File: src/nwt_pkg.sv
// Package with widths, token codes, state encodings and control structs for word-token spelling.
`default_nettype none
package nwt_pkg;

   localparam int VAL_W  = 64;
   localparam int WORD_W = 6;
   localparam int MAG_W  = 50;
   localparam int DIG_N  = 18;
   localparam int BCD_W  = 4 * DIG_N;
   localparam int GRP_N  = 6;
   localparam int GRP_W  = $clog2(GRP_N);
   localparam int ITER_W = $clog2(MAG_W);

   localparam logic [VAL_W-1:0] LIMIT = 64'd1000000000000000;

   localparam logic [WORD_W-1:0] TOK_ZERO     = 6'd0;
   localparam logic [WORD_W-1:0] TOK_TEN      = 6'd10;
   localparam logic [WORD_W-1:0] TOK_TENS_OFS = 6'd18;
   localparam logic [WORD_W-1:0] TOK_HUNDRED  = 6'd28;
   localparam logic [WORD_W-1:0] TOK_MINUS    = 6'd34;
   localparam logic [WORD_W-1:0] TOK_RANGE    = 6'd35;

   localparam logic [3:0] DIG_ZERO = 4'd0;
   localparam logic [3:0] DIG_ONE  = 4'd1;
   localparam logic [3:0] DIG_TWO  = 4'd2;
   localparam logic [3:0] DIG_FIVE = 4'd5;
   localparam logic [3:0] DIG_ADJ  = 4'd3;

   typedef enum logic [3:0] {
      ST_IDLE,
      ST_CHECK,
      ST_SINGLE,
      ST_CONV,
      ST_SIGN,
      ST_HDIG,
      ST_HWORD,
      ST_TENS,
      ST_UNITS,
      ST_SCALE,
      ST_SHIFT
   } state_type;

   typedef enum logic [2:0] {
      TK_SINGLE,
      TK_MINUS,
      TK_HDIG,
      TK_HWORD,
      TK_TENS,
      TK_UNITS,
      TK_SCALE
   } kind_type;

   typedef struct packed {
      logic     load;
      logic     check;
      logic     conv;
      logic     shift;
      logic     emit;
      kind_type kind;
   } cmd_type;

   typedef struct packed {
      logic       over;
      logic       zero;
      logic       neg;
      logic [3:0] dig_h;
      logic [3:0] dig_t;
      logic [3:0] dig_u;
      logic       grp_last;
      logic       out_free;
   } status_type;

endpackage
`default_nettype wire

File: src/nwt_req_if.sv
// Interface for the input channel that carries one signed value per transaction.
`default_nettype none
interface nwt_req_if
   import nwt_pkg::*;
   ();
   logic                    valid;
   logic                    ready;
   logic signed [VAL_W-1:0] value;

   modport source (output valid, output value, input ready);
   modport sink   (input valid, input value, output ready);
endinterface
`default_nettype wire

File: src/nwt_rsp_if.sv
// Interface for the result channel that carries one word token per transaction.
`default_nettype none
interface nwt_rsp_if
   import nwt_pkg::*;
   ();
   logic              valid;
   logic              ready;
   logic [WORD_W-1:0] word;
   logic              last;

   modport source (output valid, output word, output last, input ready);
   modport sink   (input valid, input word, input last, output ready);
endinterface
`default_nettype wire

File: src/nwt_ctrl.sv
// Controller state machine that sequences conversion and token emission.
`default_nettype none
module nwt_ctrl
   import nwt_pkg::*;
(
   input  wire logic       clock,
   input  wire logic       reset,
   input  wire logic       req_valid,
   output logic            req_ready,
   input  wire status_type status,
   output cmd_type         cmd
);

   state_type          state_ff, state_in;
   logic [ITER_W-1:0]  cnt_ff, cnt_in;
   logic               grp_nz;

   always_ff @(posedge clock) begin
      if (reset) begin
         state_ff <= ST_IDLE;
         cnt_ff   <= '0;
      end else begin
         state_ff <= state_in;
         cnt_ff   <= cnt_in;
      end
   end

   always_comb begin
      grp_nz    = (status.dig_h != DIG_ZERO) || (status.dig_t != DIG_ZERO) ||
                  (status.dig_u != DIG_ZERO);
      state_in  = state_ff;
      cnt_in    = cnt_ff;
      req_ready = 1'b0;
      cmd       = '{load: 1'b0, check: 1'b0, conv: 1'b0, shift: 1'b0, emit: 1'b0,
                    kind: TK_SINGLE};
      case (state_ff)
         ST_IDLE: begin
            req_ready = 1'b1;
            if (req_valid) begin
               cmd.load = 1'b1;
               state_in = ST_CHECK;
            end
         end
         ST_CHECK: begin
            cmd.check = 1'b1;
            cnt_in    = '0;
            if (status.over || status.zero) begin
               state_in = ST_SINGLE;
            end else begin
               state_in = ST_CONV;
            end
         end
         ST_SINGLE: begin
            cmd.kind = TK_SINGLE;
            if (status.out_free) begin
               cmd.emit = 1'b1;
               state_in = ST_IDLE;
            end
         end
         ST_CONV: begin
            cmd.conv = 1'b1;
            if (cnt_ff == ITER_W'(MAG_W - 1)) begin
               cnt_in   = '0;
               state_in = status.neg ? ST_SIGN : ST_HDIG;
            end else begin
               cnt_in = cnt_ff + 1'b1;
            end
         end
         ST_SIGN: begin
            cmd.kind = TK_MINUS;
            if (status.out_free) begin
               cmd.emit = 1'b1;
               state_in = ST_HDIG;
            end
         end
         ST_HDIG: begin
            cmd.kind = TK_HDIG;
            if (status.dig_h == DIG_ZERO) begin
               state_in = ST_TENS;
            end else if (status.out_free) begin
               cmd.emit = 1'b1;
               state_in = ST_HWORD;
            end
         end
         ST_HWORD: begin
            cmd.kind = TK_HWORD;
            if (status.out_free) begin
               cmd.emit = 1'b1;
               state_in = ST_TENS;
            end
         end
         ST_TENS: begin
            cmd.kind = TK_TENS;
            if (status.dig_t == DIG_ZERO) begin
               state_in = ST_UNITS;
            end else if (status.out_free) begin
               cmd.emit = 1'b1;
               state_in = (status.dig_t == DIG_ONE) ? ST_SCALE : ST_UNITS;
            end
         end
         ST_UNITS: begin
            cmd.kind = TK_UNITS;
            if (status.dig_u == DIG_ZERO) begin
               state_in = ST_SCALE;
            end else if (status.out_free) begin
               cmd.emit = 1'b1;
               state_in = ST_SCALE;
            end
         end
         ST_SCALE: begin
            cmd.kind = TK_SCALE;
            if (!grp_nz || status.grp_last) begin
               state_in = ST_SHIFT;
            end else if (status.out_free) begin
               cmd.emit = 1'b1;
               state_in = ST_SHIFT;
            end
         end
         ST_SHIFT: begin
            cmd.shift = 1'b1;
            state_in  = status.grp_last ? ST_IDLE : ST_HDIG;
         end
         default: begin
            state_in = ST_IDLE;
         end
      endcase
   end

`ifndef SYNTHESIS
   a_emit_when_free: assert property (@(posedge clock) disable iff (reset)
      cmd.emit |-> status.out_free)
      else $error("Token emitted while the output register was still occupied.");

   a_conv_count: assert property (@(posedge clock) disable iff (reset)
      (state_ff == ST_CONV) |-> (cnt_ff < ITER_W'(MAG_W)))
      else $error("Conversion counter ran past the magnitude width.");

   a_accept_check: assert property (@(posedge clock) disable iff (reset)
      (req_valid && req_ready) |=> (state_ff == ST_CHECK))
      else $error("Accepted transaction was not followed by the range check.");
`endif

endmodule
`default_nettype wire

File: src/nwt_dp.sv
// Datapath with range check, binary to BCD conversion, token selection and output register.
`default_nettype none
module nwt_dp
   import nwt_pkg::*;
(
   input  wire logic              clock,
   input  wire logic              reset,
   input  wire logic [VAL_W-1:0]  req_value,
   input  wire cmd_type           cmd,
   output status_type             status,
   output logic                   rsp_valid,
   input  wire logic              rsp_ready,
   output logic [WORD_W-1:0]      rsp_word,
   output logic                   rsp_last
);

   logic [VAL_W-1:0]  val_ff, val_in;
   logic              neg_ff, neg_in;
   logic              over_ff, over_in;
   logic [MAG_W-1:0]  bin_ff, bin_in;
   logic [BCD_W-1:0]  bcd_ff, bcd_in;
   logic [GRP_W-1:0]  grp_ff, grp_in;
   logic [WORD_W-1:0] word_ff, word_in;
   logic              last_ff, last_in;
   logic              valid_ff, valid_in;

   logic [VAL_W-1:0]  mag;
   logic [BCD_W-1:0]  adj;
   logic [3:0]        dig;
   logic [3:0]        dig_h, dig_t, dig_u;
   logic              grp_last;
   logic              low_zero;
   logic              out_free;
   logic [WORD_W-1:0] tok;
   logic              tok_last;

   assign dig_h    = bcd_ff[BCD_W-1 -: 4];
   assign dig_t    = bcd_ff[BCD_W-5 -: 4];
   assign dig_u    = bcd_ff[BCD_W-9 -: 4];
   assign grp_last = (grp_ff == '0);
   assign low_zero = (bcd_ff[BCD_W-13:0] == '0);
   assign out_free = !valid_ff || rsp_ready;
   assign mag      = val_ff[VAL_W-1] ? (~val_ff + 1'b1) : val_ff;

   always_comb begin
      status.over     = (mag > LIMIT);
      status.zero     = (val_ff == '0);
      status.neg      = neg_ff;
      status.dig_h    = dig_h;
      status.dig_t    = dig_t;
      status.dig_u    = dig_u;
      status.grp_last = grp_last;
      status.out_free = out_free;
   end

   always_comb begin
      for (int i = 0; i < DIG_N; i++) begin
         dig = bcd_ff[4*i +: 4];
         adj[4*i +: 4] = (dig >= DIG_FIVE) ? (dig + DIG_ADJ) : dig;
      end
   end

   always_comb begin
      tok      = TOK_ZERO;
      tok_last = 1'b0;
      case (cmd.kind)
         TK_SINGLE: begin
            tok      = over_ff ? TOK_RANGE : TOK_ZERO;
            tok_last = 1'b1;
         end
         TK_MINUS: begin
            tok = TOK_MINUS;
         end
         TK_HDIG: begin
            tok = {2'b00, dig_h};
         end
         TK_HWORD: begin
            tok      = TOK_HUNDRED;
            tok_last = grp_last && (dig_t == DIG_ZERO) && (dig_u == DIG_ZERO);
         end
         TK_TENS: begin
            if (dig_t == DIG_ONE) begin
               tok      = TOK_TEN + {2'b00, dig_u};
               tok_last = grp_last;
            end else begin
               tok      = TOK_TENS_OFS + {2'b00, dig_t};
               tok_last = grp_last && (dig_u == DIG_ZERO);
            end
         end
         TK_UNITS: begin
            tok      = {2'b00, dig_u};
            tok_last = grp_last;
         end
         TK_SCALE: begin
            tok      = TOK_HUNDRED + {{(WORD_W-GRP_W){1'b0}}, grp_ff};
            tok_last = low_zero;
         end
         default: begin
            tok = TOK_ZERO;
         end
      endcase
   end

   always_comb begin
      val_in   = cmd.load ? req_value : val_ff;
      neg_in   = neg_ff;
      over_in  = over_ff;
      bin_in   = bin_ff;
      bcd_in   = bcd_ff;
      grp_in   = grp_ff;
      word_in  = word_ff;
      last_in  = last_ff;
      valid_in = valid_ff && !rsp_ready;
      if (cmd.check) begin
         neg_in  = val_ff[VAL_W-1];
         over_in = status.over;
         bin_in  = mag[MAG_W-1:0];
         bcd_in  = '0;
         grp_in  = GRP_W'(GRP_N - 1);
      end
      if (cmd.conv) begin
         bcd_in = {adj[BCD_W-2:0], bin_ff[MAG_W-1]};
         bin_in = {bin_ff[MAG_W-2:0], 1'b0};
      end
      if (cmd.shift) begin
         bcd_in = {bcd_ff[BCD_W-13:0], 12'd0};
         grp_in = grp_ff - 1'b1;
      end
      if (cmd.emit) begin
         word_in  = tok;
         last_in  = tok_last;
         valid_in = 1'b1;
      end
   end

   always_ff @(posedge clock) begin
      if (reset) begin
         valid_ff <= 1'b0;
      end else begin
         valid_ff <= valid_in;
      end
      val_ff  <= val_in;
      neg_ff  <= neg_in;
      over_ff <= over_in;
      bin_ff  <= bin_in;
      bcd_ff  <= bcd_in;
      grp_ff  <= grp_in;
      word_ff <= word_in;
      last_ff <= last_in;
   end

   assign rsp_valid = valid_ff;
   assign rsp_word  = word_ff;
   assign rsp_last  = last_ff;

`ifndef SYNTHESIS
   a_reset_empty: assert property (@(posedge clock)
      reset |=> !valid_ff)
      else $error("Output register holds a token right after reset.");

   a_scale_group: assert property (@(posedge clock) disable iff (reset)
      (cmd.emit && (cmd.kind == TK_SCALE)) |-> !grp_last)
      else $error("Scale word emitted for the units group.");

   a_digit_range: assert property (@(posedge clock) disable iff (reset)
      (cmd.emit && (cmd.kind == TK_TENS)) |-> (dig_t <= 4'd9 && dig_u <= 4'd9))
      else $error("Converted group holds a digit above nine.");
`endif

endmodule
`default_nettype wire

File: src/number_to_word_tokens.sv
// Top level of the number to English word-token speller.
`default_nettype none
// Each transaction takes one signed 64-bit value and returns its English spelling as
// one to 25 word tokens, the final one flagged by last. A value is taken only while the
// block is idle. It then goes through the range check. A zero or out-of-range value is
// answered with a single token. When the value is in range and nonzero, it runs the
// shift-and-add-3 BCD conversion, emits minus when negative, and then walks the six
// three-digit groups: it visits the token states of each group and then shifts to the
// next group. A token is emitted only once the output register is free, so a stalled
// result side holds the walk.
module number_to_word_tokens
   import nwt_pkg::*;
(
   input  wire logic  clock,
   input  wire logic  reset,
   nwt_req_if.sink    req_if,
   nwt_rsp_if.source  rsp_if
);

   cmd_type    cmd;
   status_type status;

   nwt_ctrl u_ctrl (
      .clock     (clock),
      .reset     (reset),
      .req_valid (req_if.valid),
      .req_ready (req_if.ready),
      .status    (status),
      .cmd       (cmd)
   );

   nwt_dp u_dp (
      .clock     (clock),
      .reset     (reset),
      .req_value (req_if.value),
      .cmd       (cmd),
      .status    (status),
      .rsp_valid (rsp_if.valid),
      .rsp_ready (rsp_if.ready),
      .rsp_word  (rsp_if.word),
      .rsp_last  (rsp_if.last)
   );

endmodule
`default_nettype wire

File: src/flat_wrapper.sv
// flat-port wrapper written by rule: the top's interface ports become plain ports
module number_to_word_tokens_flat import nwt_pkg::*;
  (clock, reset, req_if_valid, req_if_value, req_if_ready, rsp_if_valid, rsp_if_word, rsp_if_last, rsp_if_ready);
  nwt_req_if req_if_i ();
  nwt_rsp_if rsp_if_i ();
  input  wire logic clock;
  input  wire logic reset;
  input wire logic [$bits(req_if_i.valid)-1:0] req_if_valid;
  input wire logic [$bits(req_if_i.value)-1:0] req_if_value;
  output wire logic [$bits(req_if_i.ready)-1:0] req_if_ready;
  output wire logic [$bits(rsp_if_i.valid)-1:0] rsp_if_valid;
  output wire logic [$bits(rsp_if_i.word)-1:0] rsp_if_word;
  output wire logic [$bits(rsp_if_i.last)-1:0] rsp_if_last;
  input wire logic [$bits(rsp_if_i.ready)-1:0] rsp_if_ready;
  assign req_if_i.valid = req_if_valid;
  assign req_if_i.value = req_if_value;
  assign req_if_ready = req_if_i.ready;
  assign rsp_if_valid = rsp_if_i.valid;
  assign rsp_if_word = rsp_if_i.word;
  assign rsp_if_last = rsp_if_i.last;
  assign rsp_if_i.ready = rsp_if_ready;
  number_to_word_tokens u_core (.clock(clock), .reset(reset), .req_if(req_if_i), .rsp_if(rsp_if_i));
endmodule
File: config.mk
export PLATFORM = sky130hd
export DESIGN_NAME = number_to_word_tokens_flat
export DESIGN_NICKNAME = d
export VERILOG_FILES = /design/src/nwt_pkg.sv /design/src/nwt_req_if.sv /design/src/nwt_rsp_if.sv /design/src/nwt_ctrl.sv /design/src/nwt_dp.sv /design/src/number_to_word_tokens.sv /design/src/flat_wrapper.sv
export SDC_FILE = /design/constraint.sdc
export NUM_CORES = 1
export LEC_CHECK = 0
export ABC_CLOCK_PERIOD_IN_PS = 4900
export BUFFER_PORTS_ARGS = -buffer_cell sky130_fd_sc_hd__buf_2
export CORE_ASPECT_RATIO = 1.1
export CORE_MARGIN = 3
export CORE_UTILIZATION = 30
export CTS_BUF_LIST = sky130_fd_sc_hd__clkbuf_2 sky130_fd_sc_hd__clkbuf_4 sky130_fd_sc_hd__clkbuf_8
export CTS_CLUSTER_DIAMETER = 60
export CTS_CLUSTER_SIZE = 40
export DETAILED_ROUTE_END_ITERATION = 7
export GPL_ROUTABILITY_DRIVEN = 1
export GPL_TIMING_DRIVEN = 0
export SLEW_MARGIN = 0
export SYNTH_ARGS = -nofsm -noshare
export SYNTH_HDL_FRONTEND = slang
export SYNTH_SLANG_ARGS = --single-unit
File: constraint.sdc
create_clock -name clock -period 4.9 [get_ports clock]
set_input_delay 1.225 -clock clock [delete_from_list [all_inputs] [get_ports clock]]
set_output_delay 1.225 -clock clock [all_outputs]
set_load 0.02 [all_outputs]
* Word level (Yosys, flattened, before mapping)
Index checks and enable logic that the tools add are counted.
Operators by class: shift-type cells 0, mux-type cells 64, equal/unequal tests 27, $lt $le $gt $ge 19, reductions and logical operators 28, $add $sub $neg 24, bitwise logic cells 1, div/mod/pow operators 0, multiply operators 0
Operators with widths (number):
- 72-bit two-way mux | 3
- 4-bit two-way mux | 30
- 50-bit two-way mux | 2
- 4-bit by 3-bit greater-or-equal comparator with 1-bit output (second input constant) | 18
- 4-bit by 2-bit adder with 4-bit output (second input constant) | 17
- 64-bit by 1-bit adder with 64-bit output (second input constant) | 1
- 64-bit by 50-bit greater-than comparator with 1-bit output (second input constant) | 1
- 64-bit logical NOT | 1
- 64-bit two-way mux | 1
- 64-bit inverter | 1
- 60-bit logical NOT | 1
- 4-bit case mux with 11 select lines | 1
- 6-bit case mux with 7 select lines | 1
- 4-bit case mux with 7 select lines | 1
- 6-bit two-way mux | 3
- 4-bit by 3-bit equality test with 1-bit output (second input constant) | 4
- 4-bit logical NOT | 4
- 1-bit two-way mux | 16
- 4-bit equality test (second input constant) | 3
- 3-bit two-way mux | 4
- 3-bit != test (second input constant) | 4
- 6-bit case mux with 2 select lines | 1
- 4-bit nonzero test | 3
- 2-bit != test (second input constant) | 5
- 20 further kinds | 37
Storage, ports and cells: register bits 209, logic and storage cells 176, latch bits 0, ROM bits 0, memories kept 0, output and inout port bits 9, RAM bits 0

* Depth between registers and ports, before layout
word-level depth 9, depth in mapped cells 13

* Modules after synthesis
Synthesis repeated with hierarchy kept, for this count alone.
Second synthesis, totals: cells, all modules 1295, area total of the unflattened synthesis 12814.8 um2
Modules (own cells, without submodules):
- nwt_dp | cells each 1182, seq. area each 5835.6 um2, area an instance 11931.4 um2, instances 1
- nwt_ctrl | cells each 113, seq. area each 200.2 um2, area an instance 883.3 um2, instances 1

* Worst setup path after synthesis
Ideal clock, no wire load.
path kind register to register, start point register u_core.u_ctrl.state_ff[3], end point register u_core.u_dp.bcd_ff[12], enable pin, period minus slack after synthesis 3846 ps, library setup time 757 ps, path slack 1054 ps, cell stages (with the launch flop) 7, arrival 3089 ps, path buffers 1, cell sequence dfxtp_1 clkbuf_1 nor2_1 nand2_1 inv_1 nor2_1 clkinv_1
On the way: word-level cells in the longest chain between the ends 3, elaborated cells between the ends (all ways) 7, those cells by class eq/ne (3); mux (3); reduce/logical (1)
RTL lines:
- from (decl) | line nwt_ctrl.sv:14 | state_type state_ff, state_in;
- from (signal assigned) | line nwt_ctrl.sv:23 | state_ff <= state_in;
- 4-bit equality test (tied with other cells) | line nwt_ctrl.sv:36 | case (state_ff)
- 1-bit two-way mux | line nwt_ctrl.sv:36
- 3-bit nonzero test (no line) (*)
- to (signal assigned) | line nwt_dp.sv:146 | bcd_ff <= bcd_in;
- to (decl) | line nwt_dp.sv:21 | logic [BCD_W-1:0] bcd_ff, bcd_in;
Every way passes the cells marked *; elsewhere a longest branch is shown, timed or not. A chain may end at the register's enable or synchronous reset.

==> metrics <==
status=finished, final reports clean; largest net degree at the start of global routing=45; Reg clk slew, reported paths=110 ps; post-layout power=6660 uW; syn avg cell area=9.67 sq um; GRT met2 Usage=0.253; Ys Warns=0; Worst Hold Class=reg -> reg; dpl ws=-198 ps; maxcap violations=0; Detailed Place HPWL=24700 microns; CORE AREA=0.0414 sq mm; Main synth FF type=edfxtp_1; Final Skew=18.8 ps; Clk Latency, worst-skew pair=550 ps; CP Capture Type=flop; Root Buffer Master=clkbuf_8; worst reg2reg setup slack=370 ps; main combinational cell family by area after synthesis=simple AND/OR/NAND/NOR gates; commonest non-fill, non-tap cell in the layout=edfxtp_1; Post-Route WL=33300 microns; detail-routed via count per cell=5.15; Tot GR Track Use=0.144; tightest hold margin=460 ps; Synth area leaders=edfxtp_1, ha_1, a21oi_1; required time of the worst setup path=5200 ps; final worst slack=370 ps; CP arrival=4830 ps; DRC errors left=0; ys async rst share=0; CTS tree=yes; area leader, netlist=edfxtp_1; Final Non-Filler Cells=1980; area share of the largest cell type after synthesis=0.440; total grt overflow=0; XOR/XNOR Fraction of Synth Area=0.0617; initial core utilization=0.305; unrepaired setup endpoints after global routing=no; Final min period=4530 ps; most frequent cells in the layout=edfxtp_1, nor2_1, a21oi_1, nand2_1, o21ai_0; number of routed nets with antenna violations=0; Port Buffers=76; CTS max path bufs=3; sequential share of the synthesized area=0.478; multiplexer share of the synthesized area=0.00881; Synth Area in Compound Gates=0.166; Final Hold Fails=0; H-tree depth=1; Final nets=1537; CP Class=reg -> reg; Worst-Margin Slew=994 ps; VDD IR-drop max=0.282 mV; first-pass GRT wire length=53200 microns; post-synthesis cell type count=71; leakage=0.00485 uW; drt pass-1 iters=7; Synth-to-Final Area Change=12.9%; number of flops mapped to enable cells by yosys=185; num rows=78; Power Density=467 mW/mm^2; clock sink total=209; n_diodes=0; WL per Instance=16.8 microns; area of placed instances=0.0138 sq mm; Most Used Layer, Global Route=met2; Yosys reg bits=209; Die Y=221 microns; synthesized cell area=0.0126 sq mm; die area=0.0446 sq mm; Die Width=202 microns; vias=10200; syn nets=1437; period utilization=0.924; Synth Instances=1307; vias in the first global route=9901; post-synthesis simple-gate area fraction=0.188; antenna violations before repair=0; crit start category=flop; Final Instance Area=0.0143 sq mm; worst-path maximum fanout=9; Slew Limit Headroom=0.331; fmax=221 MHz; met3 Resource Use GR=0.0168; Routability Congestion=0.926; adder-cell share of the synthesized area=0.0614; drt initial violations=826; share of post-route cells with drive strength above 1=0.0958; setup violators final=0; met1 usage=0.187; post-placement cell count=1946; Final Max Slew Viols=0; Ports=77; CTS buffer count=19
stage by stage:
stage	setup TNS (ps)	util
finish	0	0.345
global route	0	0.345
CTS	0	0.344
detailed placement	-316	0.333
global placement	-30630	0.331
floorplan	0	-
final cells by class:
class | instances | area, sq um
Buffer | 68 | 260
Timing Repair Buffer | 79 | 440
Clock buffer | 20 | 269
Multi-Input combinational cell | 977 | 6170
Tap cell | 560 | 701
Fill cell | 4326 | 27100
Sequential cell | 209 | 6040
Clock inverter | 14 | 190
Inverter | 53 | 200
state kept, by name, indices dropped and copies added (netlist names):
signal	cells
u_core.u_dp.rsp_last	1
u_core.u_dp.over_ff	1
u_core.u_dp.bin_ff	50
u_core.u_dp.rsp_valid	1
u_core.u_dp.val_ff	64
u_core.u_ctrl.cnt_ff	6
u_core.u_dp.rsp_word	6
u_core.u_dp.bcd_ff	72
u_core.u_dp.neg_ff	1
u_core.u_ctrl.state_ff	4
u_core.u_dp.grp_ff	3
layer usage:
| metal | share of wire | wire, microns |
|---|---|---|
| met5 | 0 | 0 |
| met4 | 0.021 | 687 |
| met3 | 0.038 | 1270 |
| met2 | 0.49 | 16400 |
| met1 | 0.45 | 14900 |
worst paths after layout:
check | cells after the start | start | endpoint
min | 2 | u_core.u_dp.bin_ff[49]$_DFFE_PP_ | u_core.u_dp.bcd_ff[0]$_SDFFE_PP0P_
max reg2reg | 11 | u_core.u_dp.val_ff[2]$_DFFE_PP_ | u_core.u_dp.over_ff$_DFFE_PP_
max | 11 | u_core.u_dp.val_ff[2]$_DFFE_PP_ | u_core.u_dp.over_ff$_DFFE_PP_
min reg2reg | 2 | u_core.u_dp.bin_ff[49]$_DFFE_PP_ | u_core.u_dp.bcd_ff[0]$_SDFFE_PP0P_
logic make-up (layout without fill, tap and decap cells):
| logic type | Yosys count | after routing |
|---|---|---|
| compound gates | 343 | 343 |
| xor+xnor | 89 | 89 |
| fa+ha+maj | 62 | 62 |
| buf+inv | 121 | 234 |
| flops | 209 | 209 |
| mux | 11 | 11 |
| simple gates | 472 | 472 |
critical path, cell delays in order (launching register included):
cell	delay, ps
edfxtp_1	370
clkbuf_1	220
nor4_1	790
nand4_1	500
or4_4	650
or3_1	410
or3_1	340
o32a_1	330
nor2_1	90
a41oi_1	60
nor4_2	430
nand2_1	90
cell usage after synthesis (all sizes together), types with 3 or more instances:
cell type	instances
a21oi	131
a22oi	4
a31oi	5
a32o	4
a32oi	4
a41oi	5
and3	7
buf	14
clkbuf	54
dfxtp	24
edfxtp	185
ha	62
inv	52
mux2i	10
nand2	87
nand2b	27
nand3	16
nand3b	4
nand4	20
nand4b	4
nor2	169
nor2b	5
nor3	27
nor3b	23
nor4	29
nor4b	8
o211ai	3
o21ai	85
o221ai	3
o22ai	23
o31ai	23
o32ai	19
o41ai	7
or2	5
or3	23
or4	10
xnor2	39
xor2	50
report_power, final:
group / internal (uW) / switching [uW]
combinational: 851 / 1590
clock: 563 / 674
sequential: 2590 / 389
total: 4010 / 2650
timing repair:
action                                  in CTS  in global routing
hold buffers                                 0                  0
resized for setup                            2                  3
endpoints found under the setup margin       2                  2
hold endpoints to repair                     0                  0
setup buffers                                0                  0
Note: power is estimated with default switching activity, not from simulation.
